==> src/stereo_air_width_output_stage_defines.svh <==
// Assertion macros shared by the stereo air/width output stage RTL.
// No dependencies; included by the modules that carry assertions.
`ifndef STEREO_AIR_WIDTH_OUTPUT_STAGE_DEFINES_SVH
`define STEREO_AIR_WIDTH_OUTPUT_STAGE_DEFINES_SVH

// Same-cycle implication, disabled while reset is asserted.
`define SAWOS_ASSERT_IMPL(lbl, clk, rst_n, ante, cons, msg) \
    lbl: assert property (@(posedge clk) disable iff (!rst_n) (ante) |-> (cons)) \
        else $error(msg);

// Next-cycle implication, disabled while reset is asserted.
`define SAWOS_ASSERT_NEXT(lbl, clk, rst_n, ante, cons, msg) \
    lbl: assert property (@(posedge clk) disable iff (!rst_n) (ante) |=> (cons)) \
        else $error(msg);

`endif

==> src/sawos_pkg.sv <==
// Package for the stereo air/width output stage: widths, register map,
// gain types, control structs and gain clamp helpers. No dependencies.
`default_nettype none

package sawos_pkg;

    localparam int SAMPLE_BITS_DEF = 24;
    localparam int COEFF_FRAC_BITS = 15;
    // headroom above the Q sample format for mid + side times level
    localparam int DATA_GUARD      = 6;
    // lowpass state carries one bit above the Q sample format
    localparam int STATE_GUARD     = 1;
    // gains up to 4.0 in Q.COEFF_FRAC_BITS, signed
    localparam int G_W             = COEFF_FRAC_BITS + 4;
    localparam int ONE_Q           = 1 << COEFF_FRAC_BITS;

    localparam int AIR_GAIN_MIN    = -9830;
    localparam int AIR_GAIN_MAX    = 11469;

    localparam int AIR_COEFF_W     = 16;
    localparam int AIR_GAIN_W      = 15;
    localparam int WIDTH_GAIN_W    = 17;
    localparam int LEVEL_W         = 18;
    localparam int PAN_W           = 16;
    localparam int CFG_DATA_W      = 18;
    localparam int CFG_IDX_W       = 3;

    localparam int AIR_COEFF_RST   = 18775;
    localparam int AIR_GAIN_RST    = 0;
    localparam int WIDTH_GAIN_RST  = 32768;
    localparam int LEVEL_RST       = 32768;
    localparam int PAN_RST         = 23167;

    typedef enum logic [CFG_IDX_W-1:0] {
        REG_AIR_COEFF    = 3'd0,
        REG_AIR_GAIN     = 3'd1,
        REG_WIDTH_GAIN   = 3'd2,
        REG_OUTPUT_LEVEL = 3'd3,
        REG_PAN_MODE     = 3'd4,
        REG_PAN_LEFT     = 3'd5,
        REG_PAN_RIGHT    = 3'd6,
        REG_MONO_MODE    = 3'd7
    } t_reg_idx;

    typedef logic signed [G_W-1:0] t_gain;

    typedef struct packed {
        t_gain coef;
        t_gain gain;
    } t_air_cfg;

    typedef struct packed {
        logic  mono;
        logic  pan;
        t_gain width;
        t_gain level;
        t_gain pan_l;
        t_gain pan_r;
    } t_mix_cfg;

    function automatic int data_w(input int sample_bits);
        return sample_bits + COEFF_FRAC_BITS + DATA_GUARD;
    endfunction

    function automatic int state_w(input int sample_bits);
        return sample_bits + COEFF_FRAC_BITS + STATE_GUARD;
    endfunction

    function automatic t_gain cap_gain(input logic [31:0] v, input logic [31:0] cap);
        return (v > cap) ? G_W'(cap) : G_W'(v);
    endfunction

    function automatic t_gain clamp_air(input logic signed [AIR_GAIN_W-1:0] v);
        t_gain res;
        if (v < AIR_GAIN_MIN) begin
            res = G_W'(AIR_GAIN_MIN);
        end else if (v > AIR_GAIN_MAX) begin
            res = G_W'(AIR_GAIN_MAX);
        end else begin
            res = G_W'(v);
        end
        return res;
    endfunction

endpackage

`default_nettype wire

==> src/sawos_mul.sv <==
// Fractional multiplier: floor(a * g / 2^COEFF_FRAC_BITS), one narrow multiplier
// used twice on the halves of a. Depends on sawos_pkg.
`default_nettype none

module sawos_mul #(
    parameter int DATA_W = 45
) (
    input  wire logic                      i_clk,
    input  wire logic                      i_rst_n,
    input  wire logic                      i_start,
    input  wire logic signed [DATA_W-1:0]  i_a,
    input  wire sawos_pkg::t_gain          i_g,
    output logic                           o_done,
    output logic signed [DATA_W-1:0]       o_p
);
    import sawos_pkg::*;

    localparam int HALF = DATA_W / 2;
    localparam int M_W  = HALF + 1;
    localparam int PP_W = M_W + G_W;
    localparam int P_W  = DATA_W + G_W;

    logic signed [DATA_W-1:0] r_a;
    t_gain                    r_g;
    logic [2:0]               r_ph;
    logic signed [PP_W-1:0]   r_pp_hi;
    logic signed [PP_W-1:0]   r_pp_lo;
    logic signed [DATA_W-1:0] r_p;
    logic                     r_done;

    logic signed [M_W-1:0]    mul_a;
    logic signed [PP_W-1:0]   mul_p;
    logic signed [P_W-1:0]    sum_w;

    // high half (signed) first, then low half (zero extended)
    assign mul_a = r_ph[0] ? M_W'(r_a >>> HALF) : $signed({1'b0, r_a[HALF-1:0]});
    assign mul_p = mul_a * r_g;
    assign sum_w = (P_W'(r_pp_hi) <<< HALF) + P_W'(r_pp_lo);

    always_ff @(posedge i_clk) begin
        if (!i_rst_n) begin
            r_ph   <= '0;
            r_done <= 1'b0;
        end else begin
            r_ph   <= {r_ph[1:0], i_start};
            r_done <= r_ph[2];
        end
    end

    always_ff @(posedge i_clk) begin
        if (i_start) begin
            r_a <= i_a;
            r_g <= i_g;
        end
        if (r_ph[0]) begin
            r_pp_hi <= mul_p;
        end
        if (r_ph[1]) begin
            r_pp_lo <= mul_p;
        end
        if (r_ph[2]) begin
            r_p <= DATA_W'(sum_w >>> COEFF_FRAC_BITS);
        end
    end

    assign o_done = r_done;
    assign o_p    = r_p;

endmodule

`default_nettype wire

==> src/sawos_lane.sv <==
// One channel lane: one-pole lowpass state and air shelf on a single sample.
// Depends on sawos_pkg and sawos_mul.
`default_nettype none

module sawos_lane #(
    parameter int SAMPLE_BITS = 24
) (
    input  wire logic                                           i_clk,
    input  wire logic                                           i_rst_n,
    input  wire logic                                           i_start,
    input  wire logic signed [SAMPLE_BITS-1:0]                  i_x,
    input  wire sawos_pkg::t_air_cfg                            i_cfg,
    output logic                                                o_done,
    output logic signed [sawos_pkg::data_w(SAMPLE_BITS)-1:0]    o_y
);
    import sawos_pkg::*;

    localparam int D_W  = data_w(SAMPLE_BITS);
    localparam int ST_W = state_w(SAMPLE_BITS);

    typedef enum logic [3:0] {
        L_IDLE = 4'b0001,
        L_MUL1 = 4'b0010,
        L_UPD  = 4'b0100,
        L_MUL2 = 4'b1000
    } t_lane_state;

    t_lane_state            r_st;
    t_lane_state            n_st;
    logic signed [ST_W-1:0] r_lp;
    logic signed [D_W-1:0]  r_xs;
    logic signed [D_W-1:0]  r_y;
    logic                   r_done;

    logic signed [D_W-1:0]  xs_in;
    logic signed [D_W-1:0]  lp_ext;
    logic signed [D_W-1:0]  sum_lp;
    logic signed [D_W-1:0]  mul_a;
    t_gain                  mul_g;
    logic                   mul_start;
    logic                   mul_done;
    logic signed [D_W-1:0]  mul_p;
    logic                   in_upd;
    logic                   lp_ovf;

    assign xs_in     = D_W'(i_x) <<< COEFF_FRAC_BITS;
    assign lp_ext    = D_W'(r_lp);
    assign in_upd    = (r_st == L_UPD);
    // first product: (xs - lp) * coef; second: (xs - s) * air gain
    assign mul_a     = in_upd ? (r_xs - lp_ext) : (xs_in - lp_ext);
    assign mul_g     = in_upd ? i_cfg.gain : i_cfg.coef;
    assign mul_start = i_start | in_upd;
    assign sum_lp    = lp_ext + mul_p;
    assign lp_ovf    = !((&sum_lp[D_W-1:ST_W-1]) || !(|sum_lp[D_W-1:ST_W-1]));

    sawos_mul #(
        .DATA_W (D_W)
    ) u_mul (
        .i_clk   (i_clk),
        .i_rst_n (i_rst_n),
        .i_start (mul_start),
        .i_a     (mul_a),
        .i_g     (mul_g),
        .o_done  (mul_done),
        .o_p     (mul_p)
    );

    always_comb begin
        n_st = r_st;
        unique case (r_st)
            L_IDLE: if (i_start) n_st = L_MUL1;
            L_MUL1: if (mul_done) n_st = L_UPD;
            L_UPD:  n_st = L_MUL2;
            L_MUL2: if (mul_done) n_st = L_IDLE;
            default: n_st = L_IDLE;
        endcase
    end

    always_ff @(posedge i_clk) begin
        if (!i_rst_n) begin
            r_st   <= L_IDLE;
            r_lp   <= '0;
            r_done <= 1'b0;
        end else begin
            r_st   <= n_st;
            r_done <= (r_st == L_MUL2) && mul_done;
            if ((r_st == L_MUL1) && mul_done) begin
                if (lp_ovf) begin
                    r_lp <= sum_lp[D_W-1] ? {1'b1, {(ST_W-1){1'b0}}}
                                          : {1'b0, {(ST_W-1){1'b1}}};
                end else begin
                    r_lp <= sum_lp[ST_W-1:0];
                end
            end
        end
    end

    always_ff @(posedge i_clk) begin
        if (i_start) begin
            r_xs <= xs_in;
        end
        if ((r_st == L_MUL2) && mul_done) begin
            r_y <= r_xs + mul_p;
        end
    end

    assign o_done = r_done;
    assign o_y    = r_y;

endmodule

`default_nettype wire

==> config.mk <==
export PLATFORM = sky130hd
export DESIGN_NAME = sawos_lane
export DESIGN_NICKNAME = d
export VERILOG_FILES = /design/src/stereo_air_width_output_stage_defines.svh /design/src/sawos_pkg.sv /design/src/sawos_mul.sv /design/src/sawos_lane.sv
export SDC_FILE = /design/constraint.sdc
export NUM_CORES = 2
export LEC_CHECK = 0
export BUFFER_PORTS_ARGS = -buffer_cell sky130_fd_sc_hd__clkbuf_2
export CAP_MARGIN = 5
export CORE_AREA = 2 2 258 260
export DETAILED_ROUTE_END_ITERATION = 6
export DIE_AREA = 0 0 260 262
export PLACE_DENSITY = 0.68
export SYNTH_ARGS = -nofsm -noshare
export SYNTH_HDL_FRONTEND = slang
export SYNTH_SLANG_ARGS = --single-unit
==> constraint.sdc <==
create_clock -name i_clk -period 23.5 [get_ports i_clk]
set_input_delay 2.35 -clock i_clk [delete_from_list [all_inputs] [get_ports i_clk]]
set_output_delay 2.35 -clock i_clk [all_outputs]
set_load 0.01 [all_outputs]
==> impl_metrics.ini <==
[worst_setup_path]
worstPathRequired_ns = 23.78
end_kind = register
cp_data_arrival_time_ns = 8.71
start_kind = register
reg2regPathDepth = 24
ff2ff_setup_slack_ns = 15.07
r2r_end = u_mul.r_pp_lo[41]$_DFFE_PP_
crit_fanout = 69
worstSetupPathType = register to register
rr_startpoint = u_mul.r_ph[0]$_SDFF_PN0_

[floorplanning]
dieWidth_um = 260
die_area_um2 = 68120
core_area_um2 = 65280
ioPinCount = 111
row_count = 94
die_y_um = 262
start_util_pct = 49.46

[clock_tree]
htree_num_levels = 2
insertion_delay_ns = 0.56
clkSlewWorstSetupHoldPaths_ns = 0.06
cts_setup_buffers = 0
numCtsBuffers = 35
postCtsHoldBufs = 0
cts_root_buf = clkbuf_16
cts_tree = built
cts_buffer_depth = 3
cts.sinks = 288
post_cts_resized = 0

[finish]
nFillCells = 5823
regArea_um2 = 8160
nets = 3995
area_growth_pct = 8.182
multi_input_area_um2 = 21790
final_layout_size_suffix_gt1_share_pct = 9.387
fin_cells = 4124
diodes = 0

[timing]
rsz0062_at_grt = no
period_needed_ns = 8.426
finalSetupViolations = 0
fin_setup_tns_ns = 0
hold_viol_final = 0
worst_clock_skew_ns = 0.03910
maxSlewViolCount = 0
period_share_pct = 35.86
fmax_ghz = 0.1187
relSlewSlack_pct = 21.11
hold-worst-slack_ns = 0.4152
worstMarginPinSlew_ns = 1.183

[placed_design]
port_buffers = 110
hpwl_um = 62880
placedCellCount = 4060
gp_congestion = 0.9104

[synthesis]
synth_edf_count = 239
yosys-top-cells-count = inv_1 (509), fa_1 (440), nand2_1 (302)
yosysMostFrequentCell = inv_1
syn_area_per_cell_um2 = 10.20
syn_inst = 3164
async_flop_share_pct = 0
yosysSeqAreaShare_pct = 25.27
synth_fp_nets = 3926
ys_ff_latch = 288
yosysTopAreaCellShare_pct = 27.29
synth_top_area_cell = fa_1
synthTopCellsByArea = fa_1 (27%), edfxtp_1 (22%), ha_1 (10%), inv_1 (5.9%), and2_1 (3.9%)
syn-cell-area_um2 = 32280
ys_types = 79
yosys_most_used_dff = edfxtp_1
synth_warnings = 0

[min_path]
holdCritStartpoint = u_mul.r_pp_lo[21]$_DFFE_PP_
min_delay_path_depth = 0
holdPathEnd = u_mul.o_p[6]$_DFFE_PP_
min_path_type = register to register

[routing]
drt-pass1-iter-count = 5
antenna_left = 0
dr.first_iter.drc_count = 1493
vias = 22633
drcViolationCount = 0
routed_wl_um = 78580
vias_per_cell = 5.488
wl_per_cell_um = 19.05

[flow_run]
cap_violations = 0

[status]
status = finished clean

[global_routing]
grt_max_degree = 70
grt_overflow_total = 0
grtUsageTotal_pct = 23.63
grt_pass1_wl_um = 124900
antenna_found_initial = 1
first_global_vias = 22814
per-stage QoR:
stage / util [%] / setup WS (ns) / cell area [um2]
after CTS: 53.50 / 15.08 / 34920
final: 53.50 / 15.07 / 34920
after floorplan: - / 15.18 / 32280
after detailed placement: 51.56 / 15.07 / 33660
after global routing: 53.50 / 14.63 / 34920
after global placement: 51.56 / 15.14 / 33660
state kept, by name, indices dropped and copies added (netlist names):
register / flops
u_mul.o_done: 1
o_y: 45
u_mul.r_ph: 3
u_mul.r_a: 41
r_lp: 40
u_mul.r_pp_lo: 27
r_xs: 24
u_mul.o_p: 45
o_done: 1
r_st: 4
u_mul.r_pp_hi: 38
u_mul.r_g: 19
cells by family (layout without fill, tap and decap cells):
kind of cell	after synthesis	count (layout)	share of synthesized area, %
flip-flops	288	288	25.27
AND/OR/NAND/NOR	824	824	12.57
AO/OA/AOI/OAI	506	506	10.67
buffers and inverters	609	705	7.259
XOR/XNOR	178	178	4.829
multiplexers	62	62	2.159
adder cells (fa/ha/maj)	697	697	37.25
final cells by class:
cell class | instances | share of cell area, %
clock buffer | 54 | 3.121
sequential | 288 | 23.37
timing repair buffer | 132 | 2.049
clock inverter | 10 | 0.5016
inverter | 509 | 5.471
multi-input combinational | 2267 | 62.40
tap | 864 | 3.095
worst max path at each step:
stage                             start                          end  slack, ns  cells past startpoint
2_1_floorplan  u_mul.r_ph[0]$_SDFF_PN0_  u_mul.r_pp_lo[41]$_DFFE_PP_      15.18                     26
3_3_place_gp   u_mul.r_ph[0]$_SDFF_PN0_  u_mul.r_pp_lo[41]$_DFFE_PP_      15.14                     24
3_5_place_dp   u_mul.r_ph[0]$_SDFF_PN0_  u_mul.r_pp_lo[41]$_DFFE_PP_      15.07                     24
4_1_cts        u_mul.r_ph[0]$_SDFF_PN0_  u_mul.r_pp_lo[41]$_DFFE_PP_      15.08                     24
5_1_grt        u_mul.r_ph[0]$_SDFF_PN0_  u_mul.r_pp_lo[41]$_DFFE_PP_      14.63                     24
6_report       u_mul.r_ph[0]$_SDFF_PN0_  u_mul.r_pp_lo[41]$_DFFE_PP_      15.07                     24
critical path: stages, from the launching register on:
cell and delay, ns:
dfxtp_2 0.31, buf_4 0.68, mux2_2 0.61, and2_1 0.26, fa_1 0.51, fa_1 0.52, inv_1 0.05, fa_1 0.47
inv_1 0.05, fa_1 0.48, fa_1 0.50, fa_1 0.54, fa_1 0.42, ha_1 0.37, nand4_1 0.18, nor2_1 0.13
inv_1 0.06, or3_1 0.34, o32a_1 0.32, a311oi_2 0.42, o221ai_1 0.21, o21ai_0 0.30, nor4_1 0.08, nor3_1 0.23
xnor2_1 0.09
routing by layer:
metal  GRT usage, %  part of all wire (%)  up-vias
li1               -                     -    10516
met1          32.08                    43    11338
met2          39.64                    48      639
met3          2.681                   5.6      140
met4          7.902                   3.3        0
met5              0                     0        -
layout by cell type, fill, tap and decap left out, types with 27 or more instances in the layout:
master and count:
a21o_1 84, a21oi_1 144, and2_1 202, clkbuf_16 37
clkbuf_2 110, dfxtp_1 47, edfxtp_1 239, fa_1 440
ha_1 257, inv_1 509, mux2_2 61, nand2_1 302
nand2b_1 29, nand3_1 29, nor2_1 137, o21ai_0 76
o21bai_1 27, xnor2_1 122, xor2_1 56
Power is left out: the tool's default activity adds up to more than one toggle a clock period on the data nets, which glitch-free logic cannot reach.
