--- src/stereo_air_width_output_stage_defines.svh ---
// Assertion macros shared by the stereo air/width output stage RTL.
// No dependencies; included by the modules that carry assertions.
`ifndef STEREO_AIR_WIDTH_OUTPUT_STAGE_DEFINES_SVH
`define STEREO_AIR_WIDTH_OUTPUT_STAGE_DEFINES_SVH

// Same-cycle implication, disabled while reset is asserted.
`define SAWOS_ASSERT_IMPL(lbl, clk, rst_n, ante, cons, msg) \
    lbl: assert property (@(posedge clk) disable iff (!rst_n) (ante) |-> (cons)) \
        else $error(msg);

// Next-cycle implication, disabled while reset is asserted.
`define SAWOS_ASSERT_NEXT(lbl, clk, rst_n, ante, cons, msg) \
    lbl: assert property (@(posedge clk) disable iff (!rst_n) (ante) |=> (cons)) \
        else $error(msg);

`endif

--- src/sawos_pkg.sv ---
// Package for the stereo air/width output stage: widths, register map,
// gain types, control structs and gain clamp helpers. No dependencies.
`default_nettype none

package sawos_pkg;

    localparam int SAMPLE_BITS_DEF = 24;
    localparam int COEFF_FRAC_BITS = 15;
    // headroom above the Q sample format for mid + side times level
    localparam int DATA_GUARD      = 6;
    // lowpass state carries one bit above the Q sample format
    localparam int STATE_GUARD     = 1;
    // gains up to 4.0 in Q.COEFF_FRAC_BITS, signed
    localparam int G_W             = COEFF_FRAC_BITS + 4;
    localparam int ONE_Q           = 1 << COEFF_FRAC_BITS;

    localparam int AIR_GAIN_MIN    = -9830;
    localparam int AIR_GAIN_MAX    = 11469;

    localparam int AIR_COEFF_W     = 16;
    localparam int AIR_GAIN_W      = 15;
    localparam int WIDTH_GAIN_W    = 17;
    localparam int LEVEL_W         = 18;
    localparam int PAN_W           = 16;
    localparam int CFG_DATA_W      = 18;
    localparam int CFG_IDX_W       = 3;

    localparam int AIR_COEFF_RST   = 18775;
    localparam int AIR_GAIN_RST    = 0;
    localparam int WIDTH_GAIN_RST  = 32768;
    localparam int LEVEL_RST       = 32768;
    localparam int PAN_RST         = 23167;

    typedef enum logic [CFG_IDX_W-1:0] {
        REG_AIR_COEFF    = 3'd0,
        REG_AIR_GAIN     = 3'd1,
        REG_WIDTH_GAIN   = 3'd2,
        REG_OUTPUT_LEVEL = 3'd3,
        REG_PAN_MODE     = 3'd4,
        REG_PAN_LEFT     = 3'd5,
        REG_PAN_RIGHT    = 3'd6,
        REG_MONO_MODE    = 3'd7
    } t_reg_idx;

    typedef logic signed [G_W-1:0] t_gain;

    typedef struct packed {
        t_gain coef;
        t_gain gain;
    } t_air_cfg;

    typedef struct packed {
        logic  mono;
        logic  pan;
        t_gain width;
        t_gain level;
        t_gain pan_l;
        t_gain pan_r;
    } t_mix_cfg;

    function automatic int data_w(input int sample_bits);
        return sample_bits + COEFF_FRAC_BITS + DATA_GUARD;
    endfunction

    function automatic int state_w(input int sample_bits);
        return sample_bits + COEFF_FRAC_BITS + STATE_GUARD;
    endfunction

    function automatic t_gain cap_gain(input logic [31:0] v, input logic [31:0] cap);
        return (v > cap) ? G_W'(cap) : G_W'(v);
    endfunction

    function automatic t_gain clamp_air(input logic signed [AIR_GAIN_W-1:0] v);
        t_gain res;
        if (v < AIR_GAIN_MIN) begin
            res = G_W'(AIR_GAIN_MIN);
        end else if (v > AIR_GAIN_MAX) begin
            res = G_W'(AIR_GAIN_MAX);
        end else begin
            res = G_W'(v);
        end
        return res;
    endfunction

endpackage

`default_nettype wire

--- src/sawos_mul.sv ---
// Fractional multiplier: floor(a * g / 2^COEFF_FRAC_BITS), one narrow multiplier
// used twice on the halves of a. Depends on sawos_pkg.
`default_nettype none

module sawos_mul #(
    parameter int DATA_W = 45
) (
    input  wire logic                      i_clk,
    input  wire logic                      i_rst_n,
    input  wire logic                      i_start,
    input  wire logic signed [DATA_W-1:0]  i_a,
    input  wire sawos_pkg::t_gain          i_g,
    output logic                           o_done,
    output logic signed [DATA_W-1:0]       o_p
);
    import sawos_pkg::*;

    localparam int HALF = DATA_W / 2;
    localparam int M_W  = HALF + 1;
    localparam int PP_W = M_W + G_W;
    localparam int P_W  = DATA_W + G_W;

    logic signed [DATA_W-1:0] r_a;
    t_gain                    r_g;
    logic [2:0]               r_ph;
    logic signed [PP_W-1:0]   r_pp_hi;
    logic signed [PP_W-1:0]   r_pp_lo;
    logic signed [DATA_W-1:0] r_p;
    logic                     r_done;

    logic signed [M_W-1:0]    mul_a;
    logic signed [PP_W-1:0]   mul_p;
    logic signed [P_W-1:0]    sum_w;

    // high half (signed) first, then low half (zero extended)
    assign mul_a = r_ph[0] ? M_W'(r_a >>> HALF) : $signed({1'b0, r_a[HALF-1:0]});
    assign mul_p = mul_a * r_g;
    assign sum_w = (P_W'(r_pp_hi) <<< HALF) + P_W'(r_pp_lo);

    always_ff @(posedge i_clk) begin
        if (!i_rst_n) begin
            r_ph   <= '0;
            r_done <= 1'b0;
        end else begin
            r_ph   <= {r_ph[1:0], i_start};
            r_done <= r_ph[2];
        end
    end

    always_ff @(posedge i_clk) begin
        if (i_start) begin
            r_a <= i_a;
            r_g <= i_g;
        end
        if (r_ph[0]) begin
            r_pp_hi <= mul_p;
        end
        if (r_ph[1]) begin
            r_pp_lo <= mul_p;
        end
        if (r_ph[2]) begin
            r_p <= DATA_W'(sum_w >>> COEFF_FRAC_BITS);
        end
    end

    assign o_done = r_done;
    assign o_p    = r_p;

endmodule

`default_nettype wire

--- src/sawos_merge.sv ---
// Merge stage: mid/side width, mono fold with pan, or mono pass, then output
// level and saturation. Two multiplier units, one per output side.
// Depends on sawos_pkg and sawos_mul.
`default_nettype none

module sawos_merge #(
    parameter int SAMPLE_BITS = 24
) (
    input  wire logic                                           i_clk,
    input  wire logic                                           i_rst_n,
    input  wire logic                                           i_start,
    input  wire logic signed [sawos_pkg::data_w(SAMPLE_BITS)-1:0] i_l,
    input  wire logic signed [sawos_pkg::data_w(SAMPLE_BITS)-1:0] i_r,
    input  wire sawos_pkg::t_mix_cfg                            i_cfg,
    output logic                                                o_done,
    output logic signed [SAMPLE_BITS-1:0]                       o_left,
    output logic signed [SAMPLE_BITS-1:0]                       o_right
);
    import sawos_pkg::*;

    localparam int D_W = data_w(SAMPLE_BITS);

    typedef enum logic [3:0] {
        M_IDLE = 4'b0001,
        M_S1   = 4'b0010,
        M_MID  = 4'b0100,
        M_S2   = 4'b1000
    } t_merge_state;

    t_merge_state                 r_st;
    t_merge_state                 n_st;
    logic signed [D_W-1:0]        r_mid;
    logic signed [D_W-1:0]        r_a_l;
    logic signed [D_W-1:0]        r_a_r;
    logic signed [SAMPLE_BITS-1:0] r_left;
    logic signed [SAMPLE_BITS-1:0] r_right;
    logic                         r_done;

    logic signed [D_W:0]          sum_lr;
    logic signed [D_W:0]          dif_lr;
    logic signed [D_W-1:0]        mid;
    logic signed [D_W-1:0]        dhalf;
    logic signed [D_W-1:0]        s1_a_l;
    t_gain                        s1_g_l;
    logic signed [D_W-1:0]        mul_a_l;
    logic signed [D_W-1:0]        mul_a_r;
    t_gain                        mul_g_l;
    t_gain                        mul_g_r;
    logic                         mul_start;
    logic                         done_l;
    logic                         done_r;
    logic                         both_done;
    logic signed [D_W-1:0]        p_l;
    logic signed [D_W-1:0]        p_r;
    logic                         in_s2;

    function automatic logic signed [SAMPLE_BITS-1:0] to_sample(
        input logic signed [D_W-1:0] v
    );
        logic signed [D_W-1:0]       sh;
        logic [D_W-SAMPLE_BITS:0]    hi_bits;
        logic signed [SAMPLE_BITS-1:0] res;
        sh      = v >>> COEFF_FRAC_BITS;
        hi_bits = sh[D_W-1:SAMPLE_BITS-1];
        if ((&hi_bits) || !(|hi_bits)) begin
            res = sh[SAMPLE_BITS-1:0];
        end else if (sh[D_W-1]) begin
            res = {1'b1, {(SAMPLE_BITS-1){1'b0}}};
        end else begin
            res = {1'b0, {(SAMPLE_BITS-1){1'b1}}};
        end
        return res;
    endfunction

    assign sum_lr = (D_W+1)'(i_l) + (D_W+1)'(i_r);
    assign dif_lr = (D_W+1)'(i_l) - (D_W+1)'(i_r);
    assign mid    = D_W'(sum_lr >>> 1);
    assign dhalf  = D_W'(dif_lr >>> 1);

    // stage 1, left unit: mono passes l at unity, pan scales the fold,
    // width scales the half difference (side)
    always_comb begin
        if (i_cfg.mono) begin
            s1_a_l = i_l;
            s1_g_l = G_W'(ONE_Q);
        end else if (i_cfg.pan) begin
            s1_a_l = mid;
            s1_g_l = i_cfg.pan_l;
        end else begin
            s1_a_l = dhalf;
            s1_g_l = i_cfg.width;
        end
    end

    assign in_s2     = (r_st == M_MID);
    assign mul_start = i_start | in_s2;
    assign mul_a_l   = in_s2 ? r_a_l : s1_a_l;
    assign mul_g_l   = in_s2 ? i_cfg.level : s1_g_l;
    assign mul_a_r   = in_s2 ? r_a_r : mid;
    assign mul_g_r   = in_s2 ? i_cfg.level : i_cfg.pan_r;
    assign both_done = done_l & done_r;

    sawos_mul #(
        .DATA_W (D_W)
    ) u_mul_l (
        .i_clk   (i_clk),
        .i_rst_n (i_rst_n),
        .i_start (mul_start),
        .i_a     (mul_a_l),
        .i_g     (mul_g_l),
        .o_done  (done_l),
        .o_p     (p_l)
    );

    sawos_mul #(
        .DATA_W (D_W)
    ) u_mul_r (
        .i_clk   (i_clk),
        .i_rst_n (i_rst_n),
        .i_start (mul_start),
        .i_a     (mul_a_r),
        .i_g     (mul_g_r),
        .o_done  (done_r),
        .o_p     (p_r)
    );

    always_comb begin
        n_st = r_st;
        unique case (r_st)
            M_IDLE: if (i_start) n_st = M_S1;
            M_S1:   if (both_done) n_st = M_MID;
            M_MID:  n_st = M_S2;
            M_S2:   if (both_done) n_st = M_IDLE;
            default: n_st = M_IDLE;
        endcase
    end

    always_ff @(posedge i_clk) begin
        if (!i_rst_n) begin
            r_st   <= M_IDLE;
            r_done <= 1'b0;
        end else begin
            r_st   <= n_st;
            r_done <= (r_st == M_S2) && both_done;
        end
    end

    always_ff @(posedge i_clk) begin
        if (i_start) begin
            r_mid <= mid;
        end
        if ((r_st == M_S1) && both_done) begin
            if (i_cfg.mono || i_cfg.pan) begin
                r_a_l <= p_l;
                r_a_r <= p_r;
            end else begin
                r_a_l <= r_mid + p_l;
                r_a_r <= r_mid - p_l;
            end
        end
        if ((r_st == M_S2) && both_done) begin
            r_left  <= to_sample(p_l);
            r_right <= i_cfg.mono ? '0 : to_sample(p_r);
        end
    end

    assign o_done  = r_done;
    assign o_left  = r_left;
    assign o_right = r_right;

endmodule

`default_nettype wire
--- config.mk ---
export PLATFORM = sky130hd
export DESIGN_NAME = sawos_merge
export DESIGN_NICKNAME = d
export VERILOG_FILES = /design/src/stereo_air_width_output_stage_defines.svh /design/src/sawos_pkg.sv /design/src/sawos_mul.sv /design/src/sawos_merge.sv
export SDC_FILE = /design/constraint.sdc
export NUM_CORES = 2
export LEC_CHECK = 0
export BUFFER_PORTS_ARGS = -buffer_cell sky130_fd_sc_hd__buf_2
export CAP_MARGIN = 20
export CORE_ASPECT_RATIO = 1.1
export CORE_MARGIN = 10
export CORE_UTILIZATION = 40
export DETAILED_ROUTE_END_ITERATION = 7
export PLACE_DENSITY = 0.63
export REMOVE_ABC_BUFFERS = 1
export SKIP_LAST_GASP = 1
export SYNTH_ARGS = -nofsm -noshare
export SYNTH_HDL_FRONTEND = slang
export SYNTH_SLANG_ARGS = --single-unit
--- constraint.sdc ---
create_clock -name i_clk -period 9.35 [get_ports i_clk]
set_input_delay 1.87 -clock i_clk [delete_from_list [all_inputs] [get_ports i_clk]]
set_output_delay 1.87 -clock i_clk [all_outputs]
set_load 0.05 [all_outputs]
==> reports/qor.csv <==
stage,metric,value,unit
run_status,status,completed,
synthesis,"top cells by area, synth","fa_1, edfxtp_1, ha_1",
worst_setup_path,Crit Path Category,reg2reg,
floorplanning,Die Height,444,um
synthesis,share of the synthesized area in the top cell type,0.269,
floorplanning,row count,155,
cells_and_area,Final nets,8399,
synthesis,cell taking the most area after synthesis,fa_1,
worst_setup_path,r2r setup slk,1.06,ns
synthesis,most frequent cells after synthesis,"inv_1, fa_1, nand2_1",
worst_setup_path,crit path DAT,8.70,ns
routing,final wirelength,201000,um
worst_setup_path,"Cell Chain, Critical Path","buf_4, mux2_2, and2_1, fa_1, fa_1, inv_1, fa_1, inv_1, fa_1, fa_1, fa_1, fa_1, ha_1, a21o_1, a21o_1, a21oi_1, a31oi_1, a2111oi_4, o31ai_1, a21o_1, a21oi_1, o2111ai_1, a21oi_1, xnor2_1",
synthesis,top-count cell post-synth,inv_1,
timing,RSZ-0062 raised after global routing,false,
cts,cts repair resizes,0,
cts,H-tree levels,2,
timing,final worst path period need,8.29,ns
floorplanning,core box area,0.163,mm^2
timing,Worst Tran Pin Value,1.12,ns
cts,CTS Buf Count,57,
synthesis,number of synthesized flops with an enable pin,531,
routing,DRC,0,
timing,Max Slew Vio Count,0,
synthesis,"FF+latch count, synth",540,
floorplanning,top-level I/O count,220,
worst_setup_path,crit path max-delay cell type,dfxtp_4,
timing,final setup vio count,0,
min_path,worst min-delay path class,reg2reg,
placed_design,I/O Buffers,219,
routing,DR pass1 iterations,6,
worst_setup_path,crit start category,flop,
placed_design,DP HPWL,163000,um
cts,CTS tree,yes,
cts,clock latency on the worst-skew pair,0.68,ns
global_routing,gr ovfl total,0,
timing,relative slew slack,0.254,
cells_and_area,layout cell share with drive strength beyond 1,0.0733,
worst_setup_path,"Largest delay share family, worst path",adder cells,
routing,routed vias,48800,
global_routing,first-pass GRT wire length,303000,um
placed_design,Placer Congestion,0.924,
synthesis,Ys Warns,0,
job,max-cap viol count,0,
cts,post-CTS setup buffer count,0,
cts,Clock Tree Buf Depth,3,
synthesis,"Top FF cell, synth",edfxtp_1,
cts,hold_buf cts,0,
synthesis,register area share after synthesis,0.246,
min_path,worst min-delay path endpoint,u_mul_l.o_p[5],
synthesis,Synth Area in Simple Gates,0.141,
floorplanning,initial core utilization,0.403,
timing,clock skew,0.0674,ns
synthesis,Post-Syn Area,0.0655,mm^2
floorplanning,Die W,406,um
cells_and_area,area delta synth->final,7.70,%
worst_setup_path,delay of the slowest critical-path stage,0.64,ns
global_routing,largest net degree at the start of global routing,132,
routing,post-route ant nets,0,
global_routing,vias in the first global route,50100,
synthesis,Post-Synth XOR/XNOR Area,0.0424,
worst_setup_path,R2R Path Start,u_mul_r.r_ph[0],
global_routing,antenna violations before repair,11,
cells_and_area,Final Cell Area,0.0706,mm^2
cts,clock sinks,540,
worst_setup_path,R2R Path End,u_mul_r.r_pp_lo[41],
synthesis,Synth cell types,108,
synthesis,async set-reset flop share out of synthesis,0,
synthesis,syn_area_per_cell,9.62,um^2
timing,Max Freq,0.121,GHz
timing,Final period util,0.886,
placed_design,area post-placement,0.0687,mm^2
global_routing,GR Util All Layers,0.219,
synthesis,mux share of post-synthesis cell area,0.0169,
synthesis,compound-cell area share of the yosys netlist,0.111,
cts,Root Driver,clkbuf_16,
timing,Fin. Hold Viols,0,
routing,Initial DRC Count,4058,
worst_setup_path,Crit path top cell by count,fa_1,
floorplanning,Die Area,0.180,mm^2
min_path,Hold Crit Depth,0,
cells_and_area,Post-Route Utilization,0.434,
worst_setup_path,crit path buf inv count,3,
timing,setup total negative slack,0,ns
min_path,hold path startpoint,u_mul_l.r_pp_lo[20],
cts,Worst-path clk slew,0.06,ns
synthesis,largest family of logic cells by synthesized area,adder cells,
synthesis,cells after synthesis,6808,
routing,vias per cell,5.41,
worst_setup_path,Critical Path RT,9.77,ns
worst_setup_path,Crit Path Max Fanout,25,
worst_setup_path,R2R depth,24,
routing,WL per Instance,22.3,um
synthesis,adder-cell share of the synthesized area,0.363,
worst_setup_path,Crit. End Element,flop,
## worst register-to-register path: stages (launching register included)
cell	delay, ns
dfxtp_4	0.64
buf_4	0.33
mux2_2	0.55
and2_1	0.25
fa_1	0.50
fa_1	0.52
inv_1	0.05
fa_1	0.48
inv_1	0.05
fa_1	0.49
fa_1	0.57
fa_1	0.43
fa_1	0.48
ha_1	0.38
a21o_1	0.20
a21o_1	0.17
a21oi_1	0.17
a31oi_1	0.14
a2111oi_4	0.51
o31ai_1	0.18
a21o_1	0.20
a21oi_1	0.28
o2111ai_1	0.17
a21oi_1	0.19
xnor2_1	0.09
## state kept, by name, summed over array words and instances (netlist names)
register / count
u_mul_r.r_a: 45
u_mul_r.r_pp_hi: 38
o_right: 24
r_a_r: 45
u_mul_r.r_g: 19
r_st: 4
u_mul_r.o_p: 45
r_mid: 45
u_mul_l.r_pp_lo: 27
o_left: 24
u_mul_l.r_pp_hi: 38
u_mul_l.r_a: 45
u_mul_r.r_ph: 3
u_mul_l.r_g: 19
o_done: 1
u_mul_l.o_p: 45
u_mul_r.r_pp_lo: 27
r_a_l: 45
u_mul_r.o_done: 1
## worst max-delay path by stage
stage	depth (start not counted)	slack, ns	to	from
detailed placement	24	1.05	u_mul_r.r_pp_lo[41]	u_mul_r.r_ph[0]
floorplan	23	-0.64	u_mul_r.r_pp_lo[41]	u_mul_r.r_ph[0]
global placement	24	1.13	u_mul_r.r_pp_lo[41]	u_mul_r.r_ph[0]
CTS	24	1.04	u_mul_r.r_pp_lo[41]	u_mul_r.r_ph[0]
global route	24	0.71	u_mul_r.r_pp_lo[41]	u_mul_r.r_ph[0]
finish	24	1.06	u_mul_r.r_pp_lo[41]	u_mul_r.r_ph[0]
## cell type report
cell class                 count  area, um^2
antenna                        4        10.0
clock buffer                  70        1520
clock inverter                35         373
fill                       15600       92000
inverter                    1087        4080
multi-input combinational   4896       44200
sequential                   540       16100
tap                         2119        2650
timing repair buffer         274        1570
## per-stage QoR
step | worst slack [ns] | std cells | hold slack [ns]
after floorplan | -0.645 | 6523 | 0.400
after global placement | 1.13 | 8914 | 0.407
after detailed placement | 1.05 | 8916 | 0.410
after CTS | 1.04 | 9021 | 0.423
after global routing | 0.709 | 9025 | 0.430
final | 1.06 | 9025 | 0.420
## logic make-up after synthesis
group,after synthesis
fa+ha+maj,1372
compound gates,1145
mux,103
buf+inv,1372
xor+xnor,317
simple gates,1959
flops,540
## layer usage
metal | routed length [um] | up-vias | GRT usage
li1 | - | 22200 | -
met1 | 83600 | 24700 | 0.284
met2 | 97500 | 1518 | 0.371
met3 | 10200 | 330 | 0.0198
met4 | 10000 | 0 | 0.0950
met5 | 0 | - | 0
## placed cells by master, fill, tap and decap left out, types with 32 or more instances in the layout
| master | netlist | layout |
|---|---|---|
| inv_1 | 1076 | 1075 |
| fa_1 | 880 | 880 |
| nand2_1 | 800 | 799 |
| edfxtp_1 | 531 | 531 |
| ha_1 | 492 | 492 |
| nor2_1 | 395 | 394 |
| and2_1 | 385 | 385 |
| a21oi_1 | 365 | 365 |
| o21ai_0 | 274 | 274 |
| xnor2_1 | 266 | 266 |
| buf_2 | 21 | 219 |
| a21o_1 | 103 | 103 |
| o21bai_1 | 60 | 60 |
| mux2_2 | 58 | 58 |
| clkbuf_16 | 0 | 57 |
| nor3_1 | 56 | 55 |
| nand3_1 | 52 | 52 |
| xor2_1 | 51 | 51 |
| buf_4 | 2 | 51 |
| nor2b_1 | 49 | 49 |
| mux2i_1 | 42 | 42 |
| nand2b_1 | 38 | 37 |
| and3_1 | 37 | 35 |
| o31ai_1 | 35 | 35 |
| a31oi_1 | 34 | 34 |
| a211oi_1 | 34 | 34 |
| nor4_1 | 32 | 32 |
Power is left out: the tool's default activity adds up to more than one toggle a clock period on the data nets, which glitch-free logic cannot reach.
